==> src/rtl/core/mts_pkg.sv <==
// ----------------------------------------------------------------------------
// mts_pkg
// Shared constants, types and helpers of the min-tracking stack.
// ----------------------------------------------------------------------------
package mts_pkg;

    localparam int DEPTH       = 256;
    localparam int DATA_W      = 32;
    localparam int AW          = $clog2(DEPTH);
    localparam int CNT_W       = $clog2(DEPTH + 1);
    localparam int OUT_W       = 32;
    localparam int COUNT_OUT_W = 9;

    localparam logic OP_PUSH = 1'b0;
    localparam logic OP_POP  = 1'b1;

    // controller to datapath
    typedef struct packed {
        logic push;
        logic pop;
        logic reload;
    } cmd_t;

    // datapath occupancy, for checks
    typedef struct packed {
        logic [CNT_W-1:0] cnt;
        logic [CNT_W-1:0] min_cnt;
    } sts_t;

    typedef struct packed {
        logic [OUT_W-1:0]       top_value;
        logic [OUT_W-1:0]       min_value;
        logic [COUNT_OUT_W-1:0] entry_count;
        logic                   is_empty;
        logic                   push_rejected;
        logic                   pop_ignored;
    } res_t;

    // input word to stored width, sign-extending or truncating
    function automatic logic [DATA_W-1:0] to_data(input logic [OUT_W-1:0] x);
        logic signed [63:0] w;
        begin
            w = 64'(signed'(x));
            return w[DATA_W-1:0];
        end
    endfunction

    // stored width to output word
    function automatic logic [OUT_W-1:0] to_out(input logic [DATA_W-1:0] x);
        logic signed [63:0] w;
        begin
            w = 64'(signed'(x));
            return w[OUT_W-1:0];
        end
    endfunction

endpackage

==> src/rtl/core/mts_ctrl.sv <==
// ----------------------------------------------------------------------------
// mts_ctrl
// Sequencer: accept a transaction, wait for the top refresh after a pop,
// then hold the result until it is taken.
// ----------------------------------------------------------------------------
module mts_ctrl (
    input  logic          aclk,
    input  logic          aresetn,
    input  logic          s_valid,
    input  logic          s_op,
    output logic          s_ready,
    output logic          m_valid,
    input  logic          m_ready,
    output mts_pkg::cmd_t cmd
);
    import mts_pkg::*;

    localparam logic [1:0] ST_IDLE = 2'd0;
    localparam logic [1:0] ST_READ = 2'd1;
    localparam logic [1:0] ST_LOAD = 2'd2;
    localparam logic [1:0] ST_OUT  = 2'd3;

    logic [1:0] state_reg;
    logic [1:0] state_next;

    always_comb begin
        state_next = state_reg;
        cmd        = '0;
        s_ready    = 1'b0;
        m_valid    = 1'b0;
        unique case (state_reg)
            ST_IDLE: begin
                s_ready = 1'b1;
                if (s_valid) begin
                    cmd.push   = (s_op == OP_PUSH);
                    cmd.pop    = (s_op == OP_POP);
                    state_next = (s_op == OP_POP) ? ST_READ : ST_OUT;
                end
            end
            ST_READ: begin
                state_next = ST_LOAD;
            end
            ST_LOAD: begin
                cmd.reload = 1'b1;
                state_next = ST_OUT;
            end
            ST_OUT: begin
                m_valid = 1'b1;
                if (m_ready) begin
                    state_next = ST_IDLE;
                end
            end
            default: begin
                state_next = ST_IDLE;
            end
        endcase
    end

    always_ff @(posedge aclk) begin
        if (!aresetn) begin
            state_reg <= ST_IDLE;
        end else begin
            state_reg <= state_next;
        end
    end

endmodule

==> config.mk <==
export PLATFORM = sky130hd
export DESIGN_NAME = mts_ctrl
export DESIGN_NICKNAME = d
export VERILOG_FILES = /design/src/rtl/core/mts_pkg.sv /design/src/rtl/core/mts_ctrl.sv
export SDC_FILE = /design/constraint.sdc
export NUM_CORES = 1
export LEC_CHECK = 0
export ABC_AREA = 0
export BUFFER_PORTS_ARGS = -buffer_cell sky130_fd_sc_hd__buf_4
export CAP_MARGIN = 25
export CORE_AREA = 2 2 39 41
export DETAILED_ROUTE_END_ITERATION = 12
export DIE_AREA = 0 0 41 43
export GPL_TIMING_DRIVEN = 0
export SETUP_SLACK_MARGIN = 0.2
export SYNTH_ARGS = -nofsm -noshare
export SYNTH_HDL_FRONTEND = slang
export SYNTH_SLANG_ARGS = --single-unit
==> constraint.sdc <==
create_clock -name aclk -period 2.2 [get_ports aclk]
set_clock_uncertainty 0.05 [all_clocks]
set_input_delay 0.22 -clock aclk [delete_from_list [all_inputs] [get_ports aclk]]
set_output_delay 0.22 -clock aclk [all_outputs]
set_load 0.1 [all_outputs]
; ---- Yosys cells after proc, flatten, opt, wreduce, memory -nomap -nowiden
; Index checks and enable logic that the tools add are counted.
; W data, S select, Z words.
[word_totals]
register_bits = 2
output_inout_bits = 5
word_cells = 18
[classes]
eq_ne = 5
muxes = 9
bitwise_logic = 1
n_reduce_logical = 2
[op_table]
columns = operator, count
row1 = $mux W2, 5
row2 = $pmux W2 S4, 1
row3 = $eq A2 B2 Y1 const B, 2
row4 = $ne A2 B2 Y1 const B, 2
row5 = $mux W1, 3
row6 = $eq A2 B1 Y1 const B, 1
row7 = $logic_not A2 Y1, 1
row8 = $reduce_and A2 Y1, 1
row9 = $not A1 Y1, 1

; ---- Depth between registers and ports, before layout
[logic_depth]
depth_word = 3
depth_mapped = 5
mapped_depth_nobuf = 5

; ---- Worst setup path before layout
; OpenSTA, ideal clock, no wires.
[synth_path]
path_kind = flip-flop to output port
from = reg state_reg[0]
to = out cmd[1] in the netlist's numbering
t_arrival_ns = 1.930
setup_slack_ns = 0.000
path_stages_with_launch = 4
path_cell_list = dfxtp_1 > inv_1 > ha_1 > and3_2
[synth_lines]
columns = item, line
row1 = from (decl), mts_ctrl.sv:23  ; logic [1:0] state_reg;
row2 = from (signal assigned), mts_ctrl.sv:63  ; state_reg <= state_next;
row3 = to (decl), mts_ctrl.sv:14  ; output mts_pkg::cmd_t cmd

==> results_tabular.tex <==
\begin{tabular}{lr}
\hline
Metric & Value \\
\hline
\multicolumn{2}{l}{\textbf{Critical path}} \\
Setup crit start kind & register \\
Slowest cell on the critical path & sky130\_fd\_sc\_hd\_\_dfxtp\_1 \\
Worst setup path category & register to primary output \\
Endpoint kind of the worst setup timing path & primary output \\
Worst path max stage delay & 0.31 ns \\
Data required time at the worst endpoint & 1.93 ns \\
Maximum fanout count along the critical path & 6 \\
Data arrival at the endpoint of the critical path & 1.30 ns \\
Worst R2R Setup Slack & around 0.99 ns \\
Critical path, cell by cell & inv\_1 -> ha\_2 -> and3\_2 -> buf\_4 \\
\multicolumn{2}{l}{\textbf{Floorplanning}} \\
Standard-cell rows & 14 \\
Num ports & 10 \\
DIE AREA & 0.00176 sq mm \\
Horizontal extent of the die & 41 um \\
Core footprint & 0.00138 sq mm \\
Vertical die dimension & 43 um \\
Initial core utilization & 0.116 \\
\multicolumn{2}{l}{\textbf{Placed design}} \\
Gp weighted congestion & 0.622 \\
Count of input and output buffers & 9 \\
Dpl hpwl & 278 um \\
\multicolumn{2}{l}{\textbf{Timing}} \\
Final min period & about 1.6 ns \\
Final Max Tran Viols & 0 \\
F\_max & 0.637 GHz \\
Transition time at the pin with the least slew margin & 0.279 ns \\
Setup violation total in the final timing report & 0 \\
Sum Neg Setup Slack & 0 ns \\
Post-route clock period utilization & 0.713 \\
Hold Fails Final Rpt & 0 \\
Worst slew margin & 0.816 \\
Unrepaired setup endpoints after global routing & no \\
\multicolumn{2}{l}{\textbf{Clock tree}} \\
Root buf cell & sky130\_fd\_sc\_hd\_\_clkbuf\_4 \\
TritonCTS clock tree & done \\
Number of post-CTS setup repair buffers & 0 \\
Number of cells upsized or downsized after cts & 0 \\
CTS H-tree depth & 1 \\
Clock latency of the later-clocked register in the worst-skew pair & 0.22 ns \\
Max clock buf depth & 2 \\
Hold-fix buffer count after cts & 0 \\
Post-CTS clock slew at the launch and capture registers of the worst setup and hold paths & 0.03 ns \\
Number of buffers created by CTS & 3 \\
Num Clock Sinks & 2 \\
\multicolumn{2}{l}{\textbf{Global routing}} \\
Total Routing Usage GR & 0.0531 \\
Leftover overflow at the end of global routing & 0 \\
Vias in the first global route & 168 \\
Wire length of the first global-routing pass & 538 um \\
Pin count of the biggest net entering global routing & 7 \\
Initial antenna violation count & 0 \\
\multicolumn{2}{l}{\textbf{Synthesis}} \\
Library cells used by synthesis & 10 \\
Main area contributors after synthesis & sky130\_fd\_sc\_hd\_\_dfxtp\_1 25\%, sky130\_fd\_sc\_hd\_\_ha\_1 23\%, sky130\_fd\_sc\_hd\_\_and3\_2 9.4\% \\
Synthesized Nets & 27 \\
Post-synthesis instance area & 160 sq um \\
Yosys synthesis warning count & 0 \\
Count of mapped cells out of synthesis & 19 \\
Synth Area per Inst & 8.43 sq um \\
Share of the yosys chip area belonging to registers & 0.250 \\
Number of synthesized register bits & 2 \\
Proportion of netlist area held by the largest area contributor & 0.250 \\
Post-synthesis cell type with the largest combined area & sky130\_fd\_sc\_hd\_\_dfxtp\_1 \\
\multicolumn{2}{l}{\textbf{Routing}} \\
WL per Instance & between 7 and 8 um \\
DRC violations left & 0 \\
Number of violations reported at the end of detailed-routing iteration 0 & 5 \\
Final Routed Wirelength & 340 um \\
Drt via density & 3.74 \\
Via count of the routed design & $\sim$180 \\
Remaining antenna violation count after routing & 0 \\
First-pass DRT Iterations & 4 \\
\multicolumn{2}{l}{\textbf{Hold path}} \\
Path type of the worst min-delay path & primary input to register \\
\multicolumn{2}{l}{\textbf{Layout}} \\
Synthesis-to-finish area growth & 70.3\% \\
Proportion of layout cells with a drive suffix above 1 & 0.484 \\
Inserted Diodes & 0 \\
Number of flip-flops under the largest register name & 2 \\
Final \#Nets & 41 \\
\multicolumn{2}{l}{\textbf{Job}} \\
Max-capacitance violation count & 0 \\
\multicolumn{2}{l}{\textbf{Run status}} \\
Result of the run & completed \\
\hline
\end{tabular}
## stage by stage
| step | cell area [sq um] | instances | worst slack, ns | hold WS [ns] | utilization |
|---|---|---|---|---|---|
| 3_3_place_gp | 250 | 44 | 0.864 | 0.438 | 0.181 |
| 6_report | 273 | 47 | 0.631 | 0.211 | 0.197 |
| 4_1_cts | 273 | 47 | 0.616 | 0.203 | 0.197 |
| 3_5_place_dp | 250 | 44 | 0.858 | 0.438 | 0.181 |
| 5_1_grt | 273 | 47 | 0.567 | 0.228 | 0.197 |
| 2_1_floorplan | 163 | 19 | 0.370 | 0.305 | - |
## worst max-delay path: cells and delay by family (launching register included)
family | cells | cell delay [ns]
adders and majority gates | 1 | 0.23
buffers and inverters | 2 | 0.36
DFF | 1 | 0.31
and+or+nand+nor | 1 | 0.18
## layout by cell type, fill, tap and decap left out
master / count
sky130_fd_sc_hd__nor2_1: 1
sky130_fd_sc_hd__a311oi_1: 1
sky130_fd_sc_hd__buf_4: 9
sky130_fd_sc_hd__nand2b_1: 2
sky130_fd_sc_hd__ha_2: 1
sky130_fd_sc_hd__a211oi_1: 1
sky130_fd_sc_hd__clkbuf_4: 3
sky130_fd_sc_hd__inv_1: 4
sky130_fd_sc_hd__mux2i_1: 1
sky130_fd_sc_hd__dfxtp_1: 2
sky130_fd_sc_hd__ha_1: 2
sky130_fd_sc_hd__and3_2: 2
sky130_fd_sc_hd__a21oi_1: 2
## cell families (layout without fill, tap and decap cells)
| logic type | after synthesis | count (layout) | synth area share |
|---|---|---|---|
| compound gates | 4 | 4 | 0.164 |
| fa+ha+maj | 3 | 3 | 0.234 |
| buf+inv | 4 | 16 | 0.0937 |
| flops | 2 | 2 | 0.250 |
| mux | 1 | 1 | 0.0625 |
| simple gates | 5 | 5 | 0.195 |
## synth_stat cells (all sizes together)
cell type,instances
inv,4
and3,2
a21oi,2
nand2b,2
nor2,1
a311oi,1
mux2i,1
dfxtp,2
a211oi,1
ha,3
## path summary, 6_finish.rpt
kind,startpoint,to,cells past startpoint
worst min register to register,state_reg[0],state_reg[0],2
worst max-delay path,state_reg[0],cmd[2],4
worst max register to register,state_reg[0],state_reg[1],5
worst min-delay path,aresetn,state_reg[0],3
## layer usage
layer	global-route usage	vias to the layer above	part of all wire
met1	0.0351	78	0.34
met4	0.0800	0	0
met3	0.0314	0	0.14
met5	0	-	0
met2	0.0750	9	0.51
li1	-	89	-
## cell type report
cell class	count	area (sq um)
clock buffers	3	22.5
fillers	162	1110
inverters	4	15.0
multi-input cells	13	108
flip-flops and latches	2	40.0
well taps	16	20.0
repair buffers	9	67.6
Power is left out: the tool's default activity adds up to more than one toggle a clock period on the data nets, which glitch-free logic cannot reach.
